==> src/hdl/uartrb_pkg.sv <==
// Shared types and constants for the UART receive/transmit ring buffers.
`default_nettype none
package uartrb_pkg;

   localparam int RX_DEPTH_DEF = 32;
   localparam int TX_DEPTH_DEF = 32;

   localparam int CMD_W   = 3;
   localparam int BYTE_W  = 8;
   localparam int ERR_W   = 3;
   localparam int COUNT_W = 5;

   // Command codes carried in the request beat
   localparam logic [CMD_W-1:0] CMD_LINE_RX  = 3'd0;
   localparam logic [CMD_W-1:0] CMD_HOST_PUT = 3'd1;
   localparam logic [CMD_W-1:0] CMD_HOST_GET = 3'd2;
   localparam logic [CMD_W-1:0] CMD_PEEK     = 3'd3;
   localparam logic [CMD_W-1:0] CMD_FLUSH    = 3'd4;
   localparam logic [CMD_W-1:0] CMD_TX_READY = 3'd5;

   // Sticky error codes
   localparam logic [ERR_W-1:0] ERR_NONE     = 3'b000;
   localparam logic [ERR_W-1:0] ERR_OVERFLOW = 3'b100;

   typedef struct packed {
      logic [CMD_W-1:0]  cmd;
      logic [BYTE_W-1:0] byte_in;
      logic              frame_flag;
      logic              overrun_flag;
   } req_payload_type;

   typedef struct packed {
      logic [BYTE_W-1:0]  read_byte;
      logic               no_data;
      logic               err_frame;
      logic               err_overrun;
      logic               err_overflow;
      logic               put_refused;
      logic [BYTE_W-1:0]  line_byte;
      logic               line_valid;
      logic               tx_request;
      logic [COUNT_W-1:0] rx_count;
   } rsp_payload_type;

   // Controller to datapath commands
   typedef struct packed {
      logic capture;
      logic execute;
      logic load;
   } dp_cmd_type;

endpackage
`default_nettype wire

==> src/hdl/uartrb_if.sv <==
// Valid/ready channel interfaces for request and response beats.
`default_nettype none
interface uartrb_req_if;
   logic                        valid;
   logic                        ready;
   uartrb_pkg::req_payload_type payload;

   modport source (output valid, output payload, input ready);
   modport sink   (input valid, input payload, output ready);
endinterface

interface uartrb_rsp_if;
   logic                        valid;
   logic                        ready;
   uartrb_pkg::rsp_payload_type payload;

   modport source (output valid, output payload, input ready);
   modport sink   (input valid, input payload, output ready);
endinterface
`default_nettype wire

==> src/hdl/uartrb_ctrl.sv <==
// Sequencing state machine: capture, execute and load one beat at a time.
`default_nettype none
module uartrb_ctrl (
   input  wire logic               clock,
   input  wire logic               reset,
   input  wire logic               req_valid,
   output logic                    req_ready,
   output logic                    rsp_valid,
   input  wire logic               rsp_ready,
   output uartrb_pkg::dp_cmd_type  dp_cmd
);
   import uartrb_pkg::*;

   typedef enum logic [1:0] {
      ST_IDLE,
      ST_EXEC,
      ST_LOAD
   } state_type;

   state_type state_ff;
   logic      rsp_valid_ff;
   logic      load_ok;

   assign load_ok        = !rsp_valid_ff || rsp_ready;
   assign req_ready      = (state_ff == ST_IDLE);
   assign rsp_valid      = rsp_valid_ff;
   assign dp_cmd.capture = (state_ff == ST_IDLE) && req_valid;
   assign dp_cmd.execute = (state_ff == ST_EXEC);
   assign dp_cmd.load    = (state_ff == ST_LOAD) && load_ok;

   always_ff @(posedge clock) begin
      if (reset) begin
         state_ff     <= ST_IDLE;
         rsp_valid_ff <= 1'b0;
      end else begin
         // raise on a load, hold while the sink stalls
         rsp_valid_ff <= dp_cmd.load || (rsp_valid_ff && !rsp_ready);
         case (state_ff)
            ST_IDLE: begin
               if (req_valid) begin
                  state_ff <= ST_EXEC;
               end
            end
            ST_EXEC: begin
               state_ff <= ST_LOAD;
            end
            ST_LOAD: begin
               // hold until the output register is free
               if (load_ok) begin
                  state_ff <= ST_IDLE;
               end
            end
            default: begin
               state_ff <= ST_IDLE;
            end
         endcase
      end
   end

endmodule
`default_nettype wire

==> src/hdl/uartrb_dpath.sv <==
// Ring pointers, byte stores, sticky error and response register.
`default_nettype none
module uartrb_dpath #(
   parameter int RX_DEPTH = uartrb_pkg::RX_DEPTH_DEF,
   parameter int TX_DEPTH = uartrb_pkg::TX_DEPTH_DEF
) (
   input  wire logic                         clock,
   input  wire logic                         reset,
   input  wire uartrb_pkg::dp_cmd_type       dp_cmd,
   input  wire uartrb_pkg::req_payload_type  req_data,
   output uartrb_pkg::rsp_payload_type       rsp_data
);
   import uartrb_pkg::*;

   localparam int RX_PW = $clog2(RX_DEPTH);
   localparam int TX_PW = $clog2(TX_DEPTH);
   localparam logic [RX_PW-1:0] RX_LAST = RX_PW'(RX_DEPTH - 1);
   localparam logic [TX_PW-1:0] TX_LAST = TX_PW'(TX_DEPTH - 1);
   localparam logic [RX_PW:0]   RX_SPAN = (RX_PW+1)'(RX_DEPTH);

   logic [BYTE_W-1:0] rx_mem [RX_DEPTH];
   logic [BYTE_W-1:0] tx_mem [TX_DEPTH];

   req_payload_type   req_ff;
   rsp_payload_type   rsp_ff;
   logic [RX_PW-1:0]  rx_wr_ff, rx_rd_ff;
   logic [TX_PW-1:0]  tx_wr_ff, tx_rd_ff;
   logic [ERR_W-1:0]  err_ff;
   logic              irq_ff;
   logic [BYTE_W-1:0] rx_q_ff, tx_q_ff;
   logic              rd_hit_ff, no_data_ff, refused_ff, line_valid_ff;

   logic [RX_PW-1:0]  rx_wr_in, rx_rd_in;
   logic [TX_PW-1:0]  tx_wr_in, tx_rd_in;
   logic              rx_full, rx_empty, tx_full, tx_empty;
   logic [RX_PW:0]    rx_level;

   // Pre-incremented pointers with wrap at the last slot
   assign rx_wr_in = (rx_wr_ff == RX_LAST) ? '0 : rx_wr_ff + 1'b1;
   assign rx_rd_in = (rx_rd_ff == RX_LAST) ? '0 : rx_rd_ff + 1'b1;
   assign tx_wr_in = (tx_wr_ff == TX_LAST) ? '0 : tx_wr_ff + 1'b1;
   assign tx_rd_in = (tx_rd_ff == TX_LAST) ? '0 : tx_rd_ff + 1'b1;

   assign rx_full  = (rx_wr_in == rx_rd_ff);
   assign rx_empty = (rx_wr_ff == rx_rd_ff);
   assign tx_full  = (tx_wr_in == tx_rd_ff);
   assign tx_empty = (tx_wr_ff == tx_rd_ff);

   assign rx_level = (rx_wr_ff >= rx_rd_ff)
                   ? {1'b0, rx_wr_ff} - {1'b0, rx_rd_ff}
                   : {1'b0, rx_wr_ff} + RX_SPAN - {1'b0, rx_rd_ff};

   assign rsp_data = rsp_ff;

   // Byte stores: one write and one registered read each
   always_ff @(posedge clock) begin
      if (dp_cmd.execute) begin
         rx_q_ff <= rx_mem[rx_rd_in];
         tx_q_ff <= tx_mem[tx_rd_in];
         if (req_ff.cmd == CMD_LINE_RX && !rx_full) begin
            rx_mem[rx_wr_in] <= req_ff.byte_in;
         end
         if (req_ff.cmd == CMD_HOST_PUT && !tx_full) begin
            tx_mem[tx_wr_in] <= req_ff.byte_in;
         end
      end
   end

   // Beat capture, per-beat flags and response register
   always_ff @(posedge clock) begin
      if (dp_cmd.capture) begin
         req_ff <= req_data;
      end
      if (dp_cmd.execute) begin
         rd_hit_ff     <= (req_ff.cmd inside {CMD_HOST_GET, CMD_PEEK}) && !rx_empty;
         no_data_ff    <= (req_ff.cmd inside {CMD_HOST_GET, CMD_PEEK}) && rx_empty;
         refused_ff    <= (req_ff.cmd == CMD_HOST_PUT) && tx_full;
         line_valid_ff <= (req_ff.cmd == CMD_TX_READY) && !tx_empty;
      end
      if (dp_cmd.load) begin
         rsp_ff.read_byte    <= rd_hit_ff ? rx_q_ff : '0;
         rsp_ff.no_data      <= no_data_ff;
         rsp_ff.err_frame    <= err_ff[0];
         rsp_ff.err_overrun  <= err_ff[1];
         rsp_ff.err_overflow <= err_ff[2];
         rsp_ff.put_refused  <= refused_ff;
         rsp_ff.line_byte    <= line_valid_ff ? tx_q_ff : '0;
         rsp_ff.line_valid   <= line_valid_ff;
         rsp_ff.tx_request   <= irq_ff;
         rsp_ff.rx_count     <= COUNT_W'(rx_level);
      end
   end

   // Pointer and flag state
   always_ff @(posedge clock) begin
      if (reset) begin
         rx_wr_ff <= '0;
         rx_rd_ff <= '0;
         tx_wr_ff <= '0;
         tx_rd_ff <= '0;
         err_ff   <= ERR_NONE;
         irq_ff   <= 1'b0;
      end else if (dp_cmd.execute) begin
         case (req_ff.cmd)
            CMD_LINE_RX: begin
               if (rx_full) begin
                  err_ff <= ERR_OVERFLOW;
               end else begin
                  rx_wr_ff <= rx_wr_in;
                  err_ff   <= {1'b0, req_ff.overrun_flag, req_ff.frame_flag};
               end
            end
            CMD_HOST_PUT: begin
               if (!tx_full) begin
                  tx_wr_ff <= tx_wr_in;
                  irq_ff   <= 1'b1;
               end
            end
            CMD_HOST_GET: begin
               if (!rx_empty) begin
                  rx_rd_ff <= rx_rd_in;
               end
            end
            CMD_FLUSH: rx_wr_ff <= rx_rd_ff;
            CMD_TX_READY: begin
               if (tx_empty) begin
                  irq_ff <= 1'b0;
               end else begin
                  tx_rd_ff <= tx_rd_in;
               end
            end
            default: ;
         endcase
      end
   end

endmodule
`default_nettype wire

==> src/hdl/uart_rx_tx_ring_buffers.sv <==
// UART receive/transmit ring buffers, top level.
// Sequence: a request beat is captured, executed against the stores and then loaded
// into the response register, which drives the response channel directly.
// Flow: a new request is taken only once the previous beat is loaded (capture, store access, load);
// a pending response stalls only the load step.
// Reset: synchronous, clears pointers, sticky error and transmit request; stores are not cleared.
`default_nettype none
module uart_rx_tx_ring_buffers #(
   parameter int RX_DEPTH = uartrb_pkg::RX_DEPTH_DEF,
   parameter int TX_DEPTH = uartrb_pkg::TX_DEPTH_DEF
) (
   input  wire logic   clock,
   input  wire logic   reset,
   uartrb_req_if.sink   req_chan,
   uartrb_rsp_if.source rsp_chan
);
   import uartrb_pkg::*;

   dp_cmd_type dp_cmd;

   uartrb_ctrl u_ctrl (
      .clock     (clock),
      .reset     (reset),
      .req_valid (req_chan.valid),
      .req_ready (req_chan.ready),
      .rsp_valid (rsp_chan.valid),
      .rsp_ready (rsp_chan.ready),
      .dp_cmd    (dp_cmd)
   );

   uartrb_dpath #(
      .RX_DEPTH (RX_DEPTH),
      .TX_DEPTH (TX_DEPTH)
   ) u_dpath (
      .clock    (clock),
      .reset    (reset),
      .dp_cmd   (dp_cmd),
      .req_data (req_chan.payload),
      .rsp_data (rsp_chan.payload)
   );

   a_one_at_a_time: assert property (@(posedge clock) disable iff (reset)
      req_chan.valid && req_chan.ready |=> !req_chan.ready)
      else $error("request taken while a beat is in flight");

   a_overflow_alone: assert property (@(posedge clock) disable iff (reset)
      rsp_chan.valid && rsp_chan.payload.err_overflow |->
         !rsp_chan.payload.err_frame && !rsp_chan.payload.err_overrun)
      else $error("overflow reported with line flags");

   a_no_data_zero: assert property (@(posedge clock) disable iff (reset)
      rsp_chan.valid && rsp_chan.payload.no_data |->
         rsp_chan.payload.read_byte == '0)
      else $error("read byte set on empty read");

   a_line_byte_zero: assert property (@(posedge clock) disable iff (reset)
      rsp_chan.valid && !rsp_chan.payload.line_valid |->
         rsp_chan.payload.line_byte == '0)
      else $error("line byte set without a pop");

endmodule
`default_nettype wire
==> src/flat_wrapper.sv <==
// flat-port wrapper written by rule: the top's interface ports become plain ports
module uart_rx_tx_ring_buffers_flat import uartrb_pkg::*;
#(
   parameter int RX_DEPTH = uartrb_pkg::RX_DEPTH_DEF,
   parameter int TX_DEPTH = uartrb_pkg::TX_DEPTH_DEF
)
  (clock, reset, req_chan_valid, req_chan_payload, req_chan_ready, rsp_chan_valid, rsp_chan_payload, rsp_chan_ready);
  uartrb_req_if req_chan_i ();
  uartrb_rsp_if rsp_chan_i ();
  input  wire logic clock;
  input  wire logic reset;
  input wire logic [$bits(req_chan_i.valid)-1:0] req_chan_valid;
  input wire logic [$bits(req_chan_i.payload)-1:0] req_chan_payload;
  output wire logic [$bits(req_chan_i.ready)-1:0] req_chan_ready;
  output wire logic [$bits(rsp_chan_i.valid)-1:0] rsp_chan_valid;
  output wire logic [$bits(rsp_chan_i.payload)-1:0] rsp_chan_payload;
  input wire logic [$bits(rsp_chan_i.ready)-1:0] rsp_chan_ready;
  assign req_chan_i.valid = req_chan_valid;
  assign req_chan_i.payload = req_chan_payload;
  assign req_chan_ready = req_chan_i.ready;
  assign rsp_chan_valid = rsp_chan_i.valid;
  assign rsp_chan_payload = rsp_chan_i.payload;
  assign rsp_chan_i.ready = rsp_chan_ready;
  uart_rx_tx_ring_buffers #(.RX_DEPTH(RX_DEPTH), .TX_DEPTH(TX_DEPTH)) u_core (.clock(clock), .reset(reset), .req_chan(req_chan_i), .rsp_chan(rsp_chan_i));
endmodule
==> config.mk <==
export PLATFORM = sky130hd
export DESIGN_NAME = uart_rx_tx_ring_buffers_flat
export DESIGN_NICKNAME = d
export VERILOG_FILES = /design/src/hdl/uartrb_pkg.sv /design/src/hdl/uartrb_if.sv /design/src/hdl/uartrb_ctrl.sv /design/src/hdl/uartrb_dpath.sv /design/src/hdl/uart_rx_tx_ring_buffers.sv /design/src/flat_wrapper.sv
export SDC_FILE = /design/constraint.sdc
export NUM_CORES = 1
export LEC_CHECK = 0
export ABC_AREA = 1
export BUFFER_PORTS_ARGS = -buffer_cell sky130_fd_sc_hd__buf_2
export CAP_MARGIN = 15
export CORE_MARGIN = 3
export CORE_UTILIZATION = 60
export DETAILED_ROUTE_END_ITERATION = 10
export PLACE_DENSITY = 0.77
export SLEW_MARGIN = 20
export SYNTH_ARGS = -nofsm -noshare
export SYNTH_HDL_FRONTEND = slang
export SYNTH_SLANG_ARGS = --single-unit
==> constraint.sdc <==
create_clock -name clock -period 3.8 [get_ports clock]
set_clock_uncertainty 0.15 [all_clocks]
set_input_delay 0.57 -clock clock [delete_from_list [all_inputs] [get_ports clock]]
set_output_delay 0.57 -clock clock [all_outputs]
set_load 0.01 [all_outputs]
==> Flow_metrics.wiki, run 1 <==
{| class="wikitable"
! Metric !! Value
|-
| Width of the die || 208.3 µm
|-
| Worst endpoint required time || 3950 ps
|-
| Placeable core region || 40,100 µm²
|-
| Wire length per cell after detailed routing || 21.65 µm
|-
| Initial core utilization || 61.25%
|-
| Synthesized Nets || 2,057
|-
| Chip Height || 208.3 µm
|-
| Antenna Cells || 0
|-
| Instance area at placement || 25,450 µm²
|-
| Boundary Pins || 47
|-
| Maximum root-to-sink buffer count || 3
|-
| Portion of the post-synthesis area used by sequential elements || 72.26%
|-
| Clock latency on the worst-skew pair || 590 ps
|-
| Maximum fanout encountered on the critical timing path || 8
|-
| Post-Synthesis Cells || 2,023
|-
| Post-Place Worst Slack || 441.5 ps
|-
| Drt via density || 6.074
|-
| Number of slew-limit violations in the final report || 0
|-
| Initial antenna violation count || 0
|-
| Shortest clock period the worst path allows after layout || 3452 ps
|-
| Unrepaired setup endpoints after global routing || no
|-
| Leading cell type in the layout, fill and taps excluded || sky130_fd_sc_hd__edfxtp_1
|-
| Startpoint type of the worst setup path || flop
|-
| Routability congestion estimate from global placement || 0.9015
|-
| Final worst setup slack || 347.8 ps
|-
| Power density cells || 483.2 nW/µm²
|-
| Largest net degree at the start of global routing || 129
|-
| Max Cap Violations || 0
|-
| Cell area after synthesis || 24,560 µm²
|-
| Post-layout nets || 2,117
|-
| Leakage power || 0.009202 µW
|-
| DR DRC count || 0
|-
| Ys Warns || 0
|-
| Global-route wire length before repair || 87.71 mm
|-
| Drt first pass iters || 6
|-
| Distinct cell type count of the synthesized netlist || 37
|-
| Max-Slew Margin vs Limit || 32.68%
|-
| Standard-cell row count || 73
|-
| Endpoint class of the critical path || flop
|-
| Number of DRC markers in iteration 0 || 2,201
|-
| #FFs+latches synth || 600
|-
| Number of levels in the clock H-tree || 2
|-
| Vias in the first global route || 15,640
|-
| Outcome || completed
|-
| Final Hold Violating Endpoints || 0
|-
| Final cycle utilization of the critical path || 90.85%
|-
| Via count || 16,091
|-
| Total CTS buffers || 56
|-
| Remaining global-route overflow || 0
|-
| Core utilization of the finished layout || 68.20%
|-
| Setup TNS || 0 ps
|-
| Full die area || 43,400 µm²
|-
| Layout-stage area growth over the synthesis result || 11.33%
|-
| Total Routing Usage GR || 25.98%
|-
| Leading cell types in the layout, fill and taps excluded || sky130_fd_sc_hd__edfxtp_1, sky130_fd_sc_hd__nor2_1, sky130_fd_sc_hd__o21ai_0
|-
| Antenna-violating nets left || 0
|-
| Path class of the lowest-slack min-delay path || primary input to flop
|-
| Post-synthesis area per instance || 12.14 µm²
|-
| Worst Tran Pin Value || 1010 ps
|-
| Area of all placed cells without fillers || 27,350 µm²
|-
| DRT Wirelength || 57.35 mm
|-
| Number of port buffers || 46
|-
| Clock-pin slew reported for the worst setup and hold paths after clock tree synthesis || 70 ps
|-
| Post-detail-place hpwl || 32.72 mm
|-
| Path type of the worst setup path || flop to flop
|-
| Clock sink count || 600
|-
| Layout cells sized above 1 || 10.36%
|-
| Highest clock rate || 289.7 MHz
|-
| Count of endpoints failing setup in the final report || 0
|-
| Flop-to-flop setup slack || 350 ps
|-
| Arrival time at the worst endpoint || 3600 ps
|-
| Root Buffer Master || sky130_fd_sc_hd__clkbuf_16
|-
| TritonCTS clock tree || done
|-
| IR Drop Worst-Case VDD || 357.4 µV
|}
==> worst max-delay path, cell delays in order (launching register included) <==
cell and delay [ps]:
sky130_fd_sc_hd__dfxtp_1 470, sky130_fd_sc_hd__ha_1 210, sky130_fd_sc_hd__nand2_1 100, sky130_fd_sc_hd__nor2_1 110
sky130_fd_sc_hd__ha_1 200, sky130_fd_sc_hd__inv_2 80, sky130_fd_sc_hd__nand2_1 120, sky130_fd_sc_hd__inv_2 70
sky130_fd_sc_hd__nand2_1 50, sky130_fd_sc_hd__nand2_1 50, sky130_fd_sc_hd__nand3_1 80, sky130_fd_sc_hd__nor2_2 60
sky130_fd_sc_hd__a21oi_4 230, sky130_fd_sc_hd__nand3_1 620, sky130_fd_sc_hd__nor2_1 330, sky130_fd_sc_hd__buf_4 210
==> logic make-up after synthesis <==
kind of cell	synth area share, %
AND/OR/NAND/NOR	13.22
AO/OA/AOI/OAI	9.949
adder cells (fa/ha/maj)	0.8966
flip-flops	72.26
buffers and inverters	3.281
XOR/XNOR	0.3922
==> stage by stage <==
step | power (µW) | hold WS (ps) | cells
after global routing | 13550 | 7.979 | 2649
after CTS | 13260 | 0.2553 | 2649
final | 13210 | 18.81 | 2649
after detailed placement | 7803 | 255.2 | 2543
after global placement | 7798 | 251.3 | 2543
after floorplan | 7637 | 250.3 | 2023
==> registers in the layout, indices dropped and copies added, names as in the netlist <==
signal and count:
u_core.u_ctrl.rsp_valid 1, u_core.u_ctrl.state_ff 2, u_core.u_dpath.err_ff 3, u_core.u_dpath.irq_ff 1, u_core.u_dpath.line_valid_ff 1, u_core.u_dpath.no_data_ff 1
u_core.u_dpath.rd_hit_ff 1, u_core.u_dpath.refused_ff 1, u_core.u_dpath.req_ff 13, u_core.u_dpath.rsp_data 28, u_core.u_dpath.rx_mem 256, u_core.u_dpath.rx_q_ff 8
u_core.u_dpath.rx_rd_ff 5, u_core.u_dpath.rx_wr_ff 5, u_core.u_dpath.tx_mem 256, u_core.u_dpath.tx_q_ff 8, u_core.u_dpath.tx_rd_ff 5, u_core.u_dpath.tx_wr_ff 5
==> synth_stat cells, drive strengths merged <==
cell | count | share of area (%)
xnor2 | 4 | 0.14
o21ai | 268 | 5.5
dfxtp | 27 | 2.2
nor4 | 1 | 0.025
clkbuf | 34 | 0.52
nor3 | 5 | 0.17
edfxtp | 573 | 70
a211oi | 4 | 0.12
nand2 | 174 | 2.8
ha | 16 | 0.82
nand3 | 100 | 2.1
nand4 | 7 | 0.18
buf | 74 | 1.6
or2 | 1 | 0.025
and2 | 1 | 0.025
o21a | 1 | 0.031
fa | 1 | 0.082
a21o | 1 | 0.031
o211ai | 128 | 3.9
inv | 72 | 1.1
a21oi | 17 | 0.39
xor2 | 7 | 0.25
nor2 | 507 | 7.9
==> cell type report <==
| cell class | count | area (µm²) |
|---|---|---|
| Timing Repair Buffer | 110 | 790.8 |
| Sequential cell | 600 | 17750 |
| Tap cell | 525 | 656.9 |
| Clock buffer | 72 | 1523 |
| Inverter | 72 | 272.8 |
| Fill cell | 2654 | 12750 |
| Clock inverter | 27 | 295.3 |
| Multi-Input combinational cell | 1243 | 6060 |
==> metal layers <==
layer | wire [µm] | up-vias | global-route usage (%) | share of wire [%]
li1 | - | 7347 | - | -
met4 | 1887 | 0 | 9.835 | 3.3
met1 | 22900 | 7685 | 36.41 | 40
met5 | 0 | - | 0 | 0
met3 | 6058 | 133 | 5.624 | 11
met2 | 26500 | 926 | 40.55 | 46
==> report_power, final <==
part / switching [µW] / internal [µW] / total (µW)
clock network: 2310 / 3220 / 5540
registers: 20.9 / 7290 / 7310
logic: 288 / 76.4 / 365
total: 2620 / 10600 / 13200
==> path summary, 6_finish.rpt <==
path                                                 from                               endpoint  depth (start not counted)
setup / recovery  u_core.u_dpath.rx_wr_ff[0]$_SDFFE_PP0P_  u_core.u_dpath.rx_mem[1][7]$_DFFE_PP_                         15
hold / removal                        req_chan_payload[8]     u_core.u_dpath.req_ff[8]$_DFFE_PP_                          1
setup reg to reg  u_core.u_dpath.rx_wr_ff[0]$_SDFFE_PP0P_  u_core.u_dpath.rx_mem[1][7]$_DFFE_PP_                         15
hold reg to reg       u_core.u_dpath.no_data_ff$_DFFE_PP_  u_core.u_dpath.rsp_data[19]$_DFFE_PP_                          0
==> repair_timing <==
| action | CTS | global route |
|---|---|---|
| setup endpoints to repair | 0 | 0 |
| endpoints found under the hold margin | 7 | 0 |
| buffers inserted | 0 | 0 |
| resized for setup | 0 | 0 |
| hold buffers | 7 | 0 |
No activity file was read; power rests on OpenSTA's default activity.
==> run 2: changes to the inputs <==
--- a/config.mk
+++ b/config.mk
@@ -6,12 +6,13 @@
 export NUM_CORES = 1
 export LEC_CHECK = 0
 export ABC_AREA = 1
-export BUFFER_PORTS_ARGS = -buffer_cell sky130_fd_sc_hd__buf_2
 export CAP_MARGIN = 15
 export CORE_MARGIN = 3
 export CORE_UTILIZATION = 60
 export DETAILED_ROUTE_END_ITERATION = 10
-export PLACE_DENSITY = 0.77
+export DONT_BUFFER_PORTS = 1
+export GPL_TIMING_DRIVEN = 0
+export PLACE_DENSITY = 0.76
 export SLEW_MARGIN = 20
 export SYNTH_ARGS = -nofsm -noshare
 export SYNTH_HDL_FRONTEND = slang
==> run 2 against run 1 <==
The run now ends with setup timing left. Via count rose by 5.3%. Worst setup slack got worse by 500 ps. Global-route usage rose by 3.5 points. Largest power group unchanged.
==> Flow_metrics.wiki, run 2 (synthesis gave the netlist of run 1 again) <==
{| class="wikitable"
! Metric !! Value
|-
| Antenna Cells || 0
|-
| Outcome || complete, but fails checks
|-
| Leakage power || 0.009256 µW
|-
| Layout fillers || 2,692
|-
| IR Drop Worst-Case VDD || 281.5 µV
|-
| Initial core utilization || 61.25%
|-
| CP startpoint || u_core.u_dpath.rx_wr_ff[0]$_SDFFE_PP0P_
|-
| Maximum root-to-sink buffer count || 3
|-
| Total buffers and inverters traversed by the critical path || 1
|-
| Layout-stage area growth over the synthesis result || 12.61%
|-
| DR DRC count || 0
|-
| Path type of the worst setup path || flop to flop
|-
| Core utilization of the finished layout || 68.98%
|-
| Routability congestion estimate from global placement || 1.007
|-
| Number of standard cells in the final layout excluding fillers || 2,695
|-
| Number of slew-limit violations in the final report || 0
|-
| Count of endpoints failing setup in the final report || 136
|-
| Final cycle utilization of the critical path || 104.1%
|-
| Number of port buffers || 0
|-
| Power density cells || 475.8 nW/µm²
|-
| Path class of the lowest-slack min-delay path || primary input to flop
|-
| Origin of the critical flop-to-flop path || u_core.u_dpath.rx_wr_ff[0]$_SDFFE_PP0P_
|-
| Total Routing Usage GR || 29.48%
|-
| Shortest clock period the worst path allows after layout || 3957 ps
|-
| Maximum fanout encountered on the critical timing path || 8
|-
| Unrepaired setup endpoints after global routing || yes
|-
| Leading cell types in the layout, fill and taps excluded || sky130_fd_sc_hd__edfxtp_1, sky130_fd_sc_hd__nor2_1, sky130_fd_sc_hd__o21ai_0
|-
| DRT Wirelength || 64.64 mm
|-
| Drt via density || 6.285
|-
| Final Hold Violating Endpoints || 0
|-
| Critical Path Max Stage Delay || 790 ps
|-
| Placeable core region || 40,100 µm²
|-
| Setup TNS || -11,050 ps
|-
| Post-layout nets || 2,159
|-
| Layout cells sized above 1 || 10.69%
|-
| Endpoint class of the critical path || flop
|-
| Full die area || 43,400 µm²
|-
| Cell with the biggest individual delay on the critical path || sky130_fd_sc_hd__nor2_1
|-
| Root Buffer Master || sky130_fd_sc_hd__clkbuf_16
|-
| Worst Min Path Start || rsp_chan_ready
|-
| Vias in the first global route || 15,972
|-
| Worst endpoint required time || 3890 ps
|-
| Standard-cell row count || 73
|-
| Clock-pin slew reported for the worst setup and hold paths after clock tree synthesis || 60 ps
|-
| Boundary Pins || 47
|-
| Highest clock rate || 252.7 MHz
|-
| Via count || 16,937
|-
| Number of levels in the clock H-tree || 2
|-
| Worst Tran Pin Value || 953.7 ps
|-
| Min Hold Slack || 42.67 ps
|-
| Drt first pass iters || 6
|-
| Placed cell count || 2,577
|-
| TritonCTS clock tree || done
|-
| Wire length per cell after detailed routing || 23.98 µm
|-
| Violated checks || setup timing
|-
| Width of the die || 208.3 µm
|-
| Chip Height || 208.3 µm
|-
| Max-Slew Margin vs Limit || 36.19%
|-
| Leading cell type in the layout, fill and taps excluded || sky130_fd_sc_hd__edfxtp_1
|-
| Post-detail-place hpwl || 44.87 mm
|-
| Max Cap Violations || 0
|-
| Initial antenna violation count || 0
|-
| Largest delay contributor family on the critical path || simple AND/OR/NAND/NOR gates
|-
| Clock sink count || 600
|-
| Startpoint type of the worst setup path || flop
|-
| Clock latency on the worst-skew pair || 610 ps
|-
| Series of cell instances along the critical path || ha_1 -> nand2_1 -> nor2_1 -> ha_1 -> clkbuf_2 -> xnor2_1 -> nand3_1 -> nor2_2 -> a21oi_4 -> nand3_1 -> nor2_1
|-
| Total CTS buffers || 57
|-
| Remaining global-route overflow || 0
|-
| Number of DRC markers in iteration 0 || 2,192
|-
| Arrival time at the worst endpoint || 4050 ps
|-
| Largest net degree at the start of global routing || 25
|-
| Global-route wire length before repair || 96.44 mm
|-
| Final worst setup slack || -156.9 ps
|-
| Antenna-violating nets left || 0
|}
==> run 2: per-stage QoR <==
stage | worst slack, ps | total power, µW | instance area [µm²]
6_report | -156.9 | 13160 | 27660
5_1_grt | -254.6 | 13480 | 27660
4_1_cts | -53.97 | 13180 | 27590
3_5_place_dp | -65.48 | 7837 | 25670
3_3_place_gp | -3.326 | 7781 | 25220
2_1_floorplan | 646.2 | 7637 | 24560
==> run 2: path summary, 6_finish.rpt <==
kind                                       endpoint  cells after the start  slack, ps
max           u_core.u_dpath.rx_mem[3][4]$_DFFE_PP_                     11       -160
min          u_core.u_ctrl.state_ff[1]$_SDFFE_PP0P_                      3         40
max reg2reg   u_core.u_dpath.rx_mem[3][4]$_DFFE_PP_                     11       -160
min reg2reg    u_core.u_dpath.rsp_data[5]$_DFFE_PP_                      0        280
==> run 2: layout make-up <==
type                    count  area (µm²)  share of cell area, %
plain buffers             108       533.0                  1.927
clock buffers              79        1559                  5.637
clock inverters            25       211.5                 0.7645
inverters                  72       272.8                 0.9862
multi-input cells        1243        6096                  22.04
flip-flops and latches    600       17750                  64.17
well taps                 525       656.9                  2.375
repair buffers             43       581.8                  2.104
==> run 2: timing repair <==
action | in CTS | in global routing
hold buffers | 14 | 0
buffers inserted | 0 | 0
endpoints found under the setup margin | 40 | 256
hold endpoints to repair | 14 | 0
gates resized for setup | 4 | 26
==> run 2: metal layers <==
layer	up-vias	wire, µm	track usage (%)
met5	-	0	0
met4	0	1928	8.998
met3	148	7970	6.996
met2	1111	29080	44.34
met1	8228	25660	43.43
li1	7450	-	-
==> run 2: report_power, final <==
group	switching (µW)	leakage [µW]	internal [µW]
Clock	2370	0.000857	3060
Combinational	282	0.00301	115
Sequential	39.3	0.00539	7290
Total	2700	0.00926	10500
==> run 2: worst min-delay path: stages <==
cell and delay (ps):
sky130_fd_sc_hd__nor2_1 50, sky130_fd_sc_hd__nand2_1 70, sky130_fd_sc_hd__a21oi_1 60
==> run 3: changes to the inputs <==
--- a/config.mk
+++ b/config.mk
@@ -8,11 +8,12 @@
 export ABC_AREA = 1
 export CAP_MARGIN = 15
 export CORE_MARGIN = 3
-export CORE_UTILIZATION = 60
+export CORE_UTILIZATION = 63
 export DETAILED_ROUTE_END_ITERATION = 10
 export DONT_BUFFER_PORTS = 1
 export GPL_TIMING_DRIVEN = 0
-export PLACE_DENSITY = 0.76
+export PLACE_DENSITY = 0.79
+export RECOVER_POWER = 50
 export SLEW_MARGIN = 20
 export SYNTH_ARGS = -nofsm -noshare
 export SYNTH_HDL_FRONTEND = slang
==> run 3 against run 2 <==
The flow still finishes with violations (setup timing). Total power rose by 0.68%. Register-to-register slack improved by 120 ps. Final area fell by 0.92%. Sequential power barely moved. Hold slack got worse by 6.0 ps. Fmax rose by 3.1%. Via count fell by 1.0%. Utilization rose by 3.1 points. Combinational power fell by 13%. Die area fell by 4.6%. Highest routed layer unchanged.
==> Flow_metrics.wiki, run 3 (synthesis gave the netlist of run 1 again) <==
{| class="wikitable"
! Metric !! Value
|-
| Core utilization of the finished layout || 72.07%
|-
| Drt via density || 6.246
|-
| DRT Wirelength || 64.15 mm
|-
| Number of slew-limit violations in the final report || 0
|-
| Highest clock rate || 260.5 MHz
|-
| Max Cap Violations || 0
|-
| Full die area || 41,390 µm²
|-
| IR Drop Worst-Case VDD || 348.1 µV
|-
| Via count || 16,765
|-
| Layout cells sized above 1 || 9.250%
|-
| DR DRC count || 0
|-
| Worst hold path stage count || 3
|-
| Clock sink count || 600
|-
| Instance area at placement || 25,710 µm²
|-
| Reg2Reg Depth || 14
|-
| Worst endpoint required time || 3890 ps
|-
| Power density cells || 483.5 nW/µm²
|-
| Post-layout nets || 2,159
|-
| Path type of the worst setup path || flop to flop
|-
| Post-Place Worst Slack || -22.62 ps
|-
| Total CTS buffers || 57
|-
| Path class of the lowest-slack min-delay path || primary input to flop
|-
| Endpoint class of the critical path || flop
|-
| Antenna Cells || 0
|-
| Root Buffer Master || sky130_fd_sc_hd__clkbuf_16
|-
| Max-Slew Margin vs Limit || 24.61%
|-
| Placed cell count || 2,563
|-
| Leading cell types in the layout, fill and taps excluded || sky130_fd_sc_hd__edfxtp_1, sky130_fd_sc_hd__nor2_1, sky130_fd_sc_hd__o21ai_0
|-
| Worst Tran Pin Value || 1122 ps
|-
| Routability congestion estimate from global placement || 0.9838
|-
| Post-detail-place hpwl || 44.29 mm
|-
| Layout-stage area growth over the synthesis result || 11.57%
|-
| Number of levels in the clock H-tree || 2
|-
| Final cycle utilization of the critical path || 101.0%
|-
| Final worst setup slack || -38.85 ps
|-
| Maximum fanout encountered on the critical timing path || 8
|-
| Width of the die || 203.5 µm
|-
| Outcome || complete, but fails checks
|-
| Count of endpoints failing setup in the final report || 40
|-
| Total Routing Usage GR || 31.22%
|-
| Final Hold Violating Endpoints || 0
|-
| Leading cell type in the layout, fill and taps excluded || sky130_fd_sc_hd__edfxtp_1
|-
| Largest net degree at the start of global routing || 25
|-
| Global-route wire length before repair || 96.23 mm
|-
| Worst Min Path Start || rsp_chan_ready
|-
| Clock-pin slew reported for the worst setup and hold paths after clock tree synthesis || 70 ps
|-
| Number of standard cells in the final layout excluding fillers || 2,684
|-
| Leakage power || 0.009126 µW
|-
| Remaining global-route overflow || 0
|-
| Setup repair bufs after CTS || 0
|-
| Standard-cell row count || 71
|-
| Initial core utilization || 64.60%
|-
| Drt first pass iters || 5
|-
| Unrepaired setup endpoints after global routing || yes
|-
| CP startpoint || u_core.u_dpath.rx_wr_ff[0]$_SDFFE_PP0P_
|-
| Startpoint type of the worst setup path || flop
|-
| Clock latency on the worst-skew pair || 620 ps
|-
| Origin of the critical flop-to-flop path || u_core.u_dpath.rx_wr_ff[0]$_SDFFE_PP0P_
|-
| Number of port buffers || 0
|-
| Maximum root-to-sink buffer count || 3
|-
| Number of DRC markers in iteration 0 || 2,579
|-
| Vias in the first global route || 16,478
|-
| Area of all placed cells without fillers || 27,400 µm²
|-
| Initial antenna violation count || 0
|-
| Wire length per cell after detailed routing || 23.90 µm
|-
| Antenna-violating nets left || 0
|-
| Arrival time at the worst endpoint || 3930 ps
|-
| Boundary Pins || 47
|-
| Chip Height || 203.5 µm
|-
| TritonCTS clock tree || done
|-
| Shortest clock period the worst path allows after layout || 3839 ps
|-
| Placeable core region || 38,020 µm²
|-
| Violated checks || setup timing
|}
-- run 3: routing by layer --
metal | global-route usage [%] | wire length (µm)
met5 | 0 | 0
met3 | 9.481 | 8894
met1 | 44.40 | 24550
met4 | 11.06 | 2133
met2 | 46.61 | 28570
-- run 3: worst max-delay path, stage by stage, from the launching register on --
cell and delay (ps):
sky130_fd_sc_hd__dfxtp_1 480, sky130_fd_sc_hd__ha_1 230, sky130_fd_sc_hd__nand2_1 100, sky130_fd_sc_hd__nor2_1 130, sky130_fd_sc_hd__ha_1 230, sky130_fd_sc_hd__inv_2 80
sky130_fd_sc_hd__nand2_1 130, sky130_fd_sc_hd__inv_2 80, sky130_fd_sc_hd__nand2_1 60, sky130_fd_sc_hd__nand2_1 40, sky130_fd_sc_hd__nand3_1 80, sky130_fd_sc_hd__nor2_2 60
sky130_fd_sc_hd__a21oi_4 270, sky130_fd_sc_hd__nand3_1 480, sky130_fd_sc_hd__nor2_1 840
-- run 3: layout make-up --
type | count | area (µm²)
well taps | 511 | 639.4
clock inverters | 25 | 266.5
fillers | 2540 | 10620
flip-flops and latches | 600 | 17750
multi-input cells | 1243 | 6088
plain buffers | 108 | 533.0
clock buffers | 82 | 1550
inverters | 72 | 272.8
repair buffers | 43 | 306.5
-- run 3: final timing paths --
path,slack (ps),endpoint
worst max-delay path,-40,u_core.u_dpath.rx_mem[7][2]$_DFFE_PP_
worst min-delay path,40,u_core.u_ctrl.state_ff[1]$_SDFFE_PP0P_
worst min register to register,280,u_core.u_dpath.rsp_data[15]$_DFFE_PP_
worst max register to register,-40,u_core.u_dpath.rx_mem[7][2]$_DFFE_PP_
-- run 3: stage by stage --
stage	hold slack, ps	setup TNS (ps)	power [µW]
6_report	36.65	-972.2	13250
5_1_grt	64.36	-24130	13560
4_1_cts	13.03	-428.5	13310
3_5_place_dp	262.5	-323.3	7842
3_3_place_gp	250.4	0	7776
2_1_floorplan	250.3	0	7637
-- run 3: where the power goes --
| group | internal [µW] | switching [µW] |
|---|---|---|
| logic | 79.8 | 265 |
| registers | 7290 | 41.5 |
| clock network | 3170 | 2400 |
| total | 10500 | 2700 |
-- run 3: what timing repair did --
item,4_1_cts,5_1_grt
gates resized for setup,0,29
hold buffers,14,0
hold endpoints to repair,14,0
setup endpoints to repair,16,256
